File: src/rtl/core/ast_pkg.sv
package ast_pkg;

  localparam int MaxParticipants = 16;
  localparam int AngleBins       = 360;
  localparam int QueueDepth      = 2;

  localparam int IdW    = $clog2(MaxParticipants + 1);
  localparam int FlagIw = $clog2(MaxParticipants);
  localparam int AngW   = $clog2(AngleBins);
  localparam int QPtrW  = (QueueDepth > 1) ? $clog2(QueueDepth) : 1;
  localparam int QCntW  = $clog2(QueueDepth + 1);

  localparam logic [7:0] SpeechClass = 8'h01;

  typedef enum logic [1:0] {
    CFG_THRESHOLD = 2'd0,
    CFG_SPREAD    = 2'd1,
    CFG_LIMIT     = 2'd2
  } ast_cfg_idx_e;

  typedef struct packed {
    logic        frame_start;
    logic [7:0]  category;
    logic [15:0] energy;
    logic [8:0]  angle;
  } ast_in_t;

  typedef struct packed {
    logic [4:0]  participant_id;
    logic        new_participant;
    logic        table_full;
    logic [15:0] talking_mask;
    logic [4:0]  participant_count;
    logic [4:0]  recent_talker;
    logic [31:0] speaking_time;
  } ast_out_t;

  // Classified item as it waits in the queue between front and back.
  typedef struct packed {
    logic            frame_start;
    logic            hit;
    logic [AngW-1:0] angle;
  } ast_job_t;

  typedef struct packed {
    logic pop;
    logic clearing;
  } ast_bstat_t;

endpackage

File: src/rtl/core/ast_front.sv
module ast_front
  import ast_pkg::*;
(
  input  logic        clk_i,
  input  logic        rst_ni,
  input  logic        push_i,
  input  ast_in_t     item_i,
  input  logic [15:0] threshold_i,
  input  logic        pop_i,
  output logic        job_valid_o,
  output ast_job_t    job_o,
  output logic        full_o
);

  ast_job_t               queue_q [QueueDepth];
  logic     [QPtrW-1:0]   wr_ptr_q, wr_ptr_d;
  logic     [QPtrW-1:0]   rd_ptr_q, rd_ptr_d;
  logic     [QCntW-1:0]   count_q, count_d;
  ast_job_t               job_new;
  logic                   do_push, do_pop;

  // A source counts only when it is speech, strictly louder than the threshold,
  // and its angle names a real bin.
  always_comb begin
    job_new.frame_start = item_i.frame_start;
    job_new.hit         = (item_i.category == SpeechClass) &&
                          (item_i.energy > threshold_i) &&
                          ({1'b0, item_i.angle} < 10'(AngleBins));
    job_new.angle       = AngW'(item_i.angle);
  end

  assign full_o      = (count_q == QCntW'(QueueDepth));
  assign job_valid_o = (count_q != '0);
  assign job_o       = queue_q[rd_ptr_q];
  assign do_push     = push_i && !full_o;
  assign do_pop      = pop_i && job_valid_o;

  always_comb begin
    wr_ptr_d = wr_ptr_q;
    rd_ptr_d = rd_ptr_q;
    count_d  = count_q;
    if (do_push) begin
      wr_ptr_d = (wr_ptr_q == QPtrW'(QueueDepth - 1)) ? '0 : wr_ptr_q + 1'b1;
    end
    if (do_pop) begin
      rd_ptr_d = (rd_ptr_q == QPtrW'(QueueDepth - 1)) ? '0 : rd_ptr_q + 1'b1;
    end
    if (do_push && !do_pop) begin
      count_d = count_q + 1'b1;
    end else if (do_pop && !do_push) begin
      count_d = count_q - 1'b1;
    end
  end

  always_ff @(posedge clk_i or negedge rst_ni) begin
    if (!rst_ni) begin
      wr_ptr_q <= '0;
      rd_ptr_q <= '0;
      count_q  <= '0;
    end else begin
      wr_ptr_q <= wr_ptr_d;
      rd_ptr_q <= rd_ptr_d;
      count_q  <= count_d;
    end
  end

  always_ff @(posedge clk_i) begin
    if (do_push) begin
      queue_q[wr_ptr_q] <= job_new;
    end
  end

endmodule

File: src/rtl/core/ast_back.sv
module ast_back
  import ast_pkg::*;
(
  input  logic       clk_i,
  input  logic       rst_ni,
  input  logic       job_valid_i,
  input  ast_job_t   job_i,
  input  logic [7:0] spread_i,
  input  logic [4:0] limit_i,
  output ast_bstat_t stat_o,
  output logic       done_o,
  output ast_out_t   res_o
);

  typedef enum logic [4:0] {
    S_CLEAR  = 5'b00001,
    S_IDLE   = 5'b00010,
    S_DECIDE = 5'b00100,
    S_PAINT  = 5'b01000,
    S_EMIT   = 5'b10000
  } ast_state_e;

  ast_state_e                 state_q, state_d;
  logic       [AngW-1:0]      clr_q, clr_d;
  ast_job_t                   job_q, job_d;
  logic       [IdW-1:0]       pid_q, pid_d;
  logic                       new_q, new_d;
  logic                       full_q, full_d;
  logic       [31:0]          stime_q, stime_d;
  logic       [15:0]          flags_q, flags_d;
  logic       [IdW-1:0]       created_q, created_d;
  logic       [IdW-1:0]       latest_q, latest_d;
  logic       [31:0]          counts_q [MaxParticipants];
  logic       [31:0]          counts_d [MaxParticipants];
  logic       [AngW-1:0]      up_q, up_d, dn_q, dn_d;
  logic       [7:0]           step_q, step_d;
  logic                       phase_q, phase_d;
  logic                       done_q, done_d;
  ast_out_t                   res_q, res_d;

  logic       [IdW-1:0]       map_mem [AngleBins];
  logic       [IdW-1:0]       rdata_q;
  logic                       mem_we;
  logic       [AngW-1:0]      mem_waddr, mem_raddr;
  logic       [IdW-1:0]       mem_wdata;

  logic       [IdW-1:0]       owner, limit, nid;
  logic       [FlagIw-1:0]    cidx;
  logic       [31:0]          cnt_inc;
  logic                       pop;

  assign owner   = rdata_q;
  assign limit   = (limit_i > IdW'(MaxParticipants)) ? IdW'(MaxParticipants) : limit_i;
  assign nid     = created_q + 1'b1;
  assign cidx    = FlagIw'(owner - 1'b1);
  assign cnt_inc = (counts_q[cidx] != '1) ? counts_q[cidx] + 1'b1 : counts_q[cidx];

  always_comb begin
    state_d   = state_q;
    clr_d     = clr_q;
    job_d     = job_q;
    pid_d     = pid_q;
    new_d     = new_q;
    full_d    = full_q;
    stime_d   = stime_q;
    flags_d   = flags_q;
    created_d = created_q;
    latest_d  = latest_q;
    counts_d  = counts_q;
    up_d      = up_q;
    dn_d      = dn_q;
    step_d    = step_q;
    phase_d   = phase_q;
    done_d    = 1'b0;
    res_d     = res_q;
    pop       = 1'b0;
    mem_we    = 1'b0;
    mem_waddr = clr_q;
    mem_wdata = '0;
    mem_raddr = '0;

    unique case (state_q)
      S_CLEAR: begin
        mem_we = 1'b1;
        if (clr_q == AngW'(AngleBins - 1)) begin
          state_d = S_IDLE;
        end else begin
          clr_d = clr_q + 1'b1;
        end
      end
      S_IDLE: begin
        if (job_valid_i) begin
          pop     = 1'b1;
          job_d   = job_i;
          pid_d   = '0;
          new_d   = 1'b0;
          full_d  = 1'b0;
          stime_d = '0;
          if (job_i.frame_start) begin
            flags_d = '0;
          end
          if (job_i.hit) begin
            mem_raddr = job_i.angle;
            state_d   = S_DECIDE;
          end else begin
            state_d = S_EMIT;
          end
        end
      end
      S_DECIDE: begin
        if (owner == '0) begin
          if (created_q >= limit) begin
            full_d  = 1'b1;
            state_d = S_EMIT;
          end else begin
            // A fresh participant has never been counted, so its talk time stays zero.
            created_d                   = nid;
            pid_d                       = nid;
            new_d                       = 1'b1;
            flags_d[FlagIw'(nid - 1'b1)] = 1'b1;
            latest_d                    = nid;
            up_d                        = job_q.angle;
            dn_d                        = job_q.angle;
            step_d                      = '0;
            phase_d                     = 1'b0;
            state_d                     = S_PAINT;
          end
        end else begin
          if (owner <= IdW'(MaxParticipants)) begin
            pid_d           = owner;
            flags_d[cidx]   = 1'b1;
            latest_d        = owner;
            counts_d[cidx]  = cnt_inc;
            stime_d         = cnt_inc;
          end
          state_d = S_EMIT;
        end
      end
      S_PAINT: begin
        // One bin per cycle: the upper side, then the mirrored lower side.
        mem_we    = 1'b1;
        mem_waddr = phase_q ? dn_q : up_q;
        mem_wdata = pid_q;
        if (!phase_q) begin
          phase_d = 1'b1;
        end else begin
          phase_d = 1'b0;
          step_d  = step_q + 1'b1;
          up_d    = (up_q == AngW'(AngleBins - 1)) ? '0 : up_q + 1'b1;
          dn_d    = (dn_q == '0) ? AngW'(AngleBins - 1) : dn_q - 1'b1;
          if (step_q == spread_i) begin
            state_d = S_EMIT;
          end
        end
      end
      S_EMIT: begin
        done_d                  = 1'b1;
        res_d.participant_id    = pid_q;
        res_d.new_participant   = new_q;
        res_d.table_full        = full_q;
        res_d.talking_mask      = flags_q;
        res_d.participant_count = created_q;
        res_d.recent_talker     = latest_q;
        res_d.speaking_time     = stime_q;
        state_d                 = S_IDLE;
      end
      default: begin
        state_d = S_IDLE;
      end
    endcase
  end

  always_ff @(posedge clk_i or negedge rst_ni) begin
    if (!rst_ni) begin
      state_q   <= S_CLEAR;
      clr_q     <= '0;
      flags_q   <= '0;
      created_q <= '0;
      latest_q  <= '0;
      done_q    <= 1'b0;
      for (int i = 0; i < MaxParticipants; i++) begin
        counts_q[i] <= '0;
      end
    end else begin
      state_q   <= state_d;
      clr_q     <= clr_d;
      flags_q   <= flags_d;
      created_q <= created_d;
      latest_q  <= latest_d;
      done_q    <= done_d;
      counts_q  <= counts_d;
    end
  end

  always_ff @(posedge clk_i) begin
    job_q   <= job_d;
    pid_q   <= pid_d;
    new_q   <= new_d;
    full_q  <= full_d;
    stime_q <= stime_d;
    up_q    <= up_d;
    dn_q    <= dn_d;
    step_q  <= step_d;
    phase_q <= phase_d;
    res_q   <= res_d;
  end

  always_ff @(posedge clk_i) begin
    if (mem_we) begin
      map_mem[mem_waddr] <= mem_wdata;
    end
    rdata_q <= map_mem[mem_raddr];
  end

  assign stat_o.pop      = pop;
  assign stat_o.clearing = (state_q == S_CLEAR);
  assign done_o          = done_q;
  assign res_o           = res_q;

endmodule

File: src/rtl/core/angle_sector_talker_tracker_unit.sv
// Tracks talkers by arrival angle. Sources enter on start while busy is low and
// go through a two-entry queue, so start may be taken while an earlier source is
// still being worked on. Each source yields one result, shown on out_o for exactly
// one cycle while done_o is high; the receiver cannot stall it. The back end goes
// from idle straight to emit for an ignored source, through decide for a known or
// refused talker, and through decide and paint for a new participant, whose bins
// from its angle up and down by sector_spread are painted one bin per cycle. After
// reset all 360 bins of the sector memory are cleared, during which busy is high;
// configuration writes are taken at any time and should be made only while no source is in flight.
module angle_sector_talker_tracker_unit
  import ast_pkg::*;
(
  input  logic        clk_i,
  input  logic        rst_ni,
  input  logic        start,
  output logic        busy,
  input  ast_in_t     in_i,
  output logic        done_o,
  output ast_out_t    out_o,
  input  logic        cfg_valid_i,
  output logic        cfg_ready_o,
  input  logic [1:0]  cfg_index_i,
  input  logic [15:0] cfg_data_i
);

  logic [15:0] threshold_q;
  logic [7:0]  spread_q;
  logic [4:0]  limit_q;
  logic        q_full, job_valid;
  ast_job_t    job;
  ast_bstat_t  bstat;

  assign cfg_ready_o = 1'b1;
  assign busy        = q_full || bstat.clearing;

  always_ff @(posedge clk_i or negedge rst_ni) begin
    if (!rst_ni) begin
      threshold_q <= '0;
      spread_q    <= '0;
      limit_q     <= 5'd16;
    end else if (cfg_valid_i && cfg_ready_o) begin
      unique case (cfg_index_i)
        CFG_THRESHOLD: threshold_q <= cfg_data_i;
        CFG_SPREAD:    spread_q    <= cfg_data_i[7:0];
        CFG_LIMIT:     limit_q     <= cfg_data_i[4:0];
        default:       ;
      endcase
    end
  end

  ast_front u_front (
    .clk_i       (clk_i),
    .rst_ni      (rst_ni),
    .push_i      (start && !busy),
    .item_i      (in_i),
    .threshold_i (threshold_q),
    .pop_i       (bstat.pop),
    .job_valid_o (job_valid),
    .job_o       (job),
    .full_o      (q_full)
  );

  ast_back u_back (
    .clk_i       (clk_i),
    .rst_ni      (rst_ni),
    .job_valid_i (job_valid),
    .job_i       (job),
    .spread_i    (spread_q),
    .limit_i     (limit_q),
    .stat_o      (bstat),
    .done_o      (done_o),
    .res_o       (out_o)
  );

  // Results are spaced apart: the back end returns to idle after every beat.
  a_done_spaced: assert property (@(posedge clk_i) disable iff (!rst_ni)
    done_o |=> !done_o)
    else $error("two result beats in a row");

  // A newly created participant takes the next id.
  a_new_id: assert property (@(posedge clk_i) disable iff (!rst_ni)
    (done_o && out_o.new_participant) |->
      (out_o.participant_id == out_o.participant_count) && !out_o.table_full)
    else $error("new participant id does not match count");

  // A refused or ignored source reports no participant and no talk time.
  a_no_pid: assert property (@(posedge clk_i) disable iff (!rst_ni)
    (done_o && (out_o.participant_id == '0)) |->
      (out_o.speaking_time == '0) && !out_o.new_participant)
    else $error("talk time without a participant");

  // No beat is produced while the sector memory is still being cleared.
  a_clear_quiet: assert property (@(posedge clk_i) disable iff (!rst_ni)
    $past(bstat.clearing) |-> !done_o)
    else $error("result during clearing pass");

endmodule
File: config.mk
export PLATFORM = sky130hd
export DESIGN_NAME = angle_sector_talker_tracker_unit
export DESIGN_NICKNAME = d
export VERILOG_FILES = /design/src/rtl/core/ast_pkg.sv /design/src/rtl/core/ast_front.sv /design/src/rtl/core/ast_back.sv /design/src/rtl/core/angle_sector_talker_tracker_unit.sv
export SDC_FILE = /design/constraint.sdc
export NUM_CORES = 2
export LEC_CHECK = 0
export BUFFER_PORTS_ARGS = -buffer_cell sky130_fd_sc_hd__clkbuf_2
export CORE_UTILIZATION = 40
export CTS_CLUSTER_DIAMETER = 30
export DETAILED_ROUTE_END_ITERATION = 12
export SYNTH_ARGS = -nofsm -noshare
export SYNTH_HDL_FRONTEND = slang
export SYNTH_SLANG_ARGS = --single-unit
File: constraint.sdc
create_clock -name clk_i -period 16.3 [get_ports clk_i]
set_input_delay 0.815 -clock clk_i [delete_from_list [all_inputs] [get_ports clk_i]]
set_output_delay 0.815 -clock clk_i [all_outputs]
set_load 0.1 [all_outputs]
==> out/results.txt <==
Result of the run: completed
Max Cap Violations: 0
Proportion of netlist area held by the largest area contributor: 0.5637
Post-placement cell count: 10898
First-pass detailed-route iteration total: 9
Most frequently used cell type in the post-synthesis netlist: sky130_fd_sc_hd__edfxtp_1
Buffer type at the clock tree root: sky130_fd_sc_hd__clkbuf_16
TritonCTS Sinks: 2553
Critical R2R Capture: u_back.owner[1]$_DFF_P_
CP Buf/Inv Count: 4
Worst path arrival time: 6780 ps
Number of nets with antenna violations after detailed routing: 0
Number of flip-flops and latches in the synthesized netlist: 2553
Number of levels the H-tree was split into: 5
Relative area change from synthesis to final layout: 18.76%
Kind of critical path: flop to flop
Part of the cycle the worst path needs: 0.3663
Combinational family with the most area after synthesis: simple AND/OR/NAND/NOR gates
Critical-path top delay cell: sky130_fd_sc_hd__dfrtp_1
Power, Total: 20420 uW
Vias in the first global route: 67628
Detailed Route WL: 310.7 mm
Xor and xnor fraction of the mapped netlist area: 0.006297
Setup crit end kind: flop
Core Rows: 187
Post-Syn Area per Cell: 13.43 sq um
Number of vias per cell after detailed routing: 5.873
Total I/O pin count: 124
Total half-perimeter wirelength after legalization and detailed placement: 174.3 mm
Setup TNS: 0 ps
Largest stage delay, worst path: 920 ps
Fraction of registers with async set or reset after synthesis: 0.2295
Launching element of the worst setup path: u_front.rd_ptr_q$_DFFE_PN0P_
Filler Cell Count: 22267
Number of different library cells in the post-synthesis netlist: 111
Setup ws final: 10330 ps
R2r worst-path depth: 13
Via count: 69041
First DRT Iteration DRCs: 8152
Netlist area before placement: 104500 sq um
Cell Count, Final, Fillers Out: 11756
Critical Path Fanout Max: 146
DR DRC count: 0
Number of max-slew violations in the final report: 0
Final Hold Fails: 0
Synthesized-area fraction occupied by adder cells: 0.004549
Worst min-delay path category: input port to flop
Synth warnings: 0
Post-placement worst setup slack: 10310 ps
Cell type group with the largest total delay on the critical path: buffers and inverters
Cells after synthesis: 7780
Synth area leader: sky130_fd_sc_hd__edfxtp_1
Net total in the final layout: 8048
Crit path cell chain: and3b_1, o2111ai_4, buf_12, buf_4, buf_4, nand2_1, a21oi_1, a2111oi_0, nor4_1, o221ai_1, o21bai_1, o311ai_1, buf_4
Number of enable flip-flop cells after synthesis: 1962
Portion of netlist area occupied by mux cells: 0.06079
Critical path destination: u_back.owner[1]$_DFF_P_
Wire length of the first global-routing pass: 454.4 mm
Buffers added on ports: 122
Initial Util: 0.4024
Most frequent cell on the critical path: sky130_fd_sc_hd__buf_4
Share of post-route cells with drive strength above 1: 0.1607
Fraction of the mapped netlist area in compound gates: 0.09782
Global-route total usage across every layer: 0.2309
TritonCTS Buffers: 454
Post-route clock skew: 107.7 ps
List of most frequent post-synthesis cells: sky130_fd_sc_hd__edfxtp_1 (1962), sky130_fd_sc_hd__nand2_1 (1383), sky130_fd_sc_hd__nor2_1 (610)
Maximum clock frequency: 0.1675 GHz
Worst reg2reg setup slack: 10330 ps
Detailed-route wire length per cell: 26.43 microns
Number of antenna violations at the first check in global routing: 13
Maximum vdd ir drop: 0.1094 mV
Die Wd: 513.2 microns
Global route total overflow: 0
Clock latency at the later pin of the worst-skew pair: 910 ps
Minimum period implied by the final worst setup slack: 5971 ps
Crit path launch type: flop
Setup repair after global routing missed its margin: no
Logic depth of the worst path, buffers included: 13
Y dimension of the die: 513.2 microns
Leakage dissipation: 0.04743 uW
Required time reported for the critical path endpoint: 17100 ps
Total power divided by cell area: 164.5 nW/um^2
DIE AREA: 263300 sq um
Largest net degree at the start of global routing: 209
Sequential area share after synthesis: 0.7050
Gp weighted congestion: 0.8621
Clock tree from TritonCTS: built
Fraction of the mapped netlist area in simple logic gates: 0.1009
Slew Limit Headroom: 0.1190
Reg2Reg Launch Point: u_front.rd_ptr_q$_DFFE_PN0P_
Top_reg_cell synth: sky130_fd_sc_hd__edfxtp_1
Post-CTS clock slew at the launch and capture registers of the worst setup and hold paths: 50 ps
Total core area: 259700 sq um
Net count of the mapped netlist: 7874
Post-CTS setup buffer count: 0
Number of setup violations in the final report: 0
Cell types with the largest area share after synthesis: sky130_fd_sc_hd__edfxtp_1 (56%), sky130_fd_sc_hd__dfrtp_1 (14%), sky130_fd_sc_hd__nand2_1 (5.0%)
Clock tree buffer depth: 4
Worst-Margin Slew: 1309 ps
==> logic make-up (layout without fill, tap and decap cells) <==
group	Yosys count	after routing
muxes	422	422
and+or+nand+nor	2513	2513
buffers and inverters	600	1169
adders and majority gates	38	38
AOI/OAI and AO/OA	1586	1586
xor gates and xnor gates	67	67
DFF	2553	2553
other	1	6
==> flip-flops by register name, indices dropped and copies added, names as in the netlist, 8 cells and up <==
name,count
u_back.map_mem,1800
u_back.step_q,8
threshold_q,16
u_back.res_o,65
spread_q,8
u_back.job_q,9
u_back.counts_q,512
u_back.stime_q,32
u_back.clr_q,9
u_back.flags_q,16
u_back.dn_q,9
u_back.up_q,9
u_front.queue_q,22
==> cell type report <==
class	count	area, sq um	area share
Clock buffer	515	11750	0.09470
Antenna cell	5	12.51	0.0001008
Sequential cell	2553	73690	0.5937
Timing Repair Buffer	273	1879	0.01514
Tap cell	3402	4257	0.03429
Multi-Input combinational cell	4627	28640	0.2307
Inverter	45	168.9	0.001361
Clock inverter	336	3726	0.03002
==> how the worst min path moves through the flow <==
stage	startpoint	endpoint	slack [ps]	cells past startpoint
floorplan	u_back.stime_q[0]$_SDFFCE_PN0P_	u_back.res_o[0]$_DFFE_PP_	400	0
global placement	u_back.stime_q[21]$_SDFFCE_PN0P_	u_back.res_o[21]$_DFFE_PP_	400	0
detailed placement	u_back.stime_q[6]$_SDFFCE_PN0P_	u_back.res_o[6]$_DFFE_PP_	400	0
CTS	in_i[33]	u_front.queue_q[1][10]$_DFFE_PP_	60	1
global route	in_i[33]	u_front.queue_q[0][10]$_DFFE_PP_	90	1
finish	in_i[33]	u_front.queue_q[0][10]$_DFFE_PP_	110	1
==> metrics by stage <==
stage	hold WS (ps)	area, sq um	utilization
2_1_floorplan	400.3	104500	-
5_1_grt	91.73	124100	0.4779
6_report	112.0	124100	0.4779
3_3_place_gp	400.2	108600	0.4182
4_1_cts	58.58	124100	0.4779
3_5_place_dp	404.5	108600	0.4182
==> routing by layer <==
layer  wire [microns]  vias up  global-route usage  share of wire
met5               13        -                   0       0.000042
met1           128200    34993              0.3232           0.41
met3            31440      568             0.05201           0.10
met4             9883        2             0.07897          0.032
li1                 -    29828                   -              -
met2           141200     3650              0.3542           0.45
==> cell usage in the layout, fill, tap and decap left out, types with 37 or more instances in the layout <==
cell	instances
sky130_fd_sc_hd__edfxtp_1	1962
sky130_fd_sc_hd__nand2_1	1350
sky130_fd_sc_hd__inv_1	42
sky130_fd_sc_hd__mux2i_1	235
sky130_fd_sc_hd__nand3_1	213
sky130_fd_sc_hd__o221ai_1	147
sky130_fd_sc_hd__mux4_2	146
sky130_fd_sc_hd__clkinv_4	44
sky130_fd_sc_hd__clkinv_1	55
sky130_fd_sc_hd__o21ai_0	566
sky130_fd_sc_hd__clkinvlp_4	67
sky130_fd_sc_hd__a221oi_1	51
sky130_fd_sc_hd__a21oi_1	181
sky130_fd_sc_hd__o22ai_1	187
sky130_fd_sc_hd__nor2_1	604
sky130_fd_sc_hd__dfrtp_1	584
sky130_fd_sc_hd__clkinv_2	68
sky130_fd_sc_hd__bufinv_16	57
sky130_fd_sc_hd__buf_4	139
sky130_fd_sc_hd__and3_1	59
sky130_fd_sc_hd__o21ai_1	50
sky130_fd_sc_hd__ha_1	37
sky130_fd_sc_hd__nor3_1	70
sky130_fd_sc_hd__a31oi_1	97
sky130_fd_sc_hd__clkbuf_1	48
sky130_fd_sc_hd__clkbuf_2	121
sky130_fd_sc_hd__clkbuf_16	457
==> power breakdown <==
group	leakage [uW]	internal (uW)	switching (uW)	total, uW
clock network	0.00739	6110	3310	9420
logic	0.00980	931	2720	3650
registers	0.0302	7210	142	7350
==> worst reg2reg max path: cells and delay by family (launching register included) <==
family | cells | cell delay [ps]
buffers and inverters | 4 | 2110
AOI/OAI and AO/OA | 6 | 1480
and+or+nand+nor | 3 | 1370
DFF | 1 | 920
==> what timing repair did <==
action / in CTS / in global routing
endpoints found under the hold margin: 47 / 0
endpoints found under the setup margin: 0 / 0
hold buffers: 1 / 0
resized for setup: 0 / 0
Power figures use the tool's default switching activity.
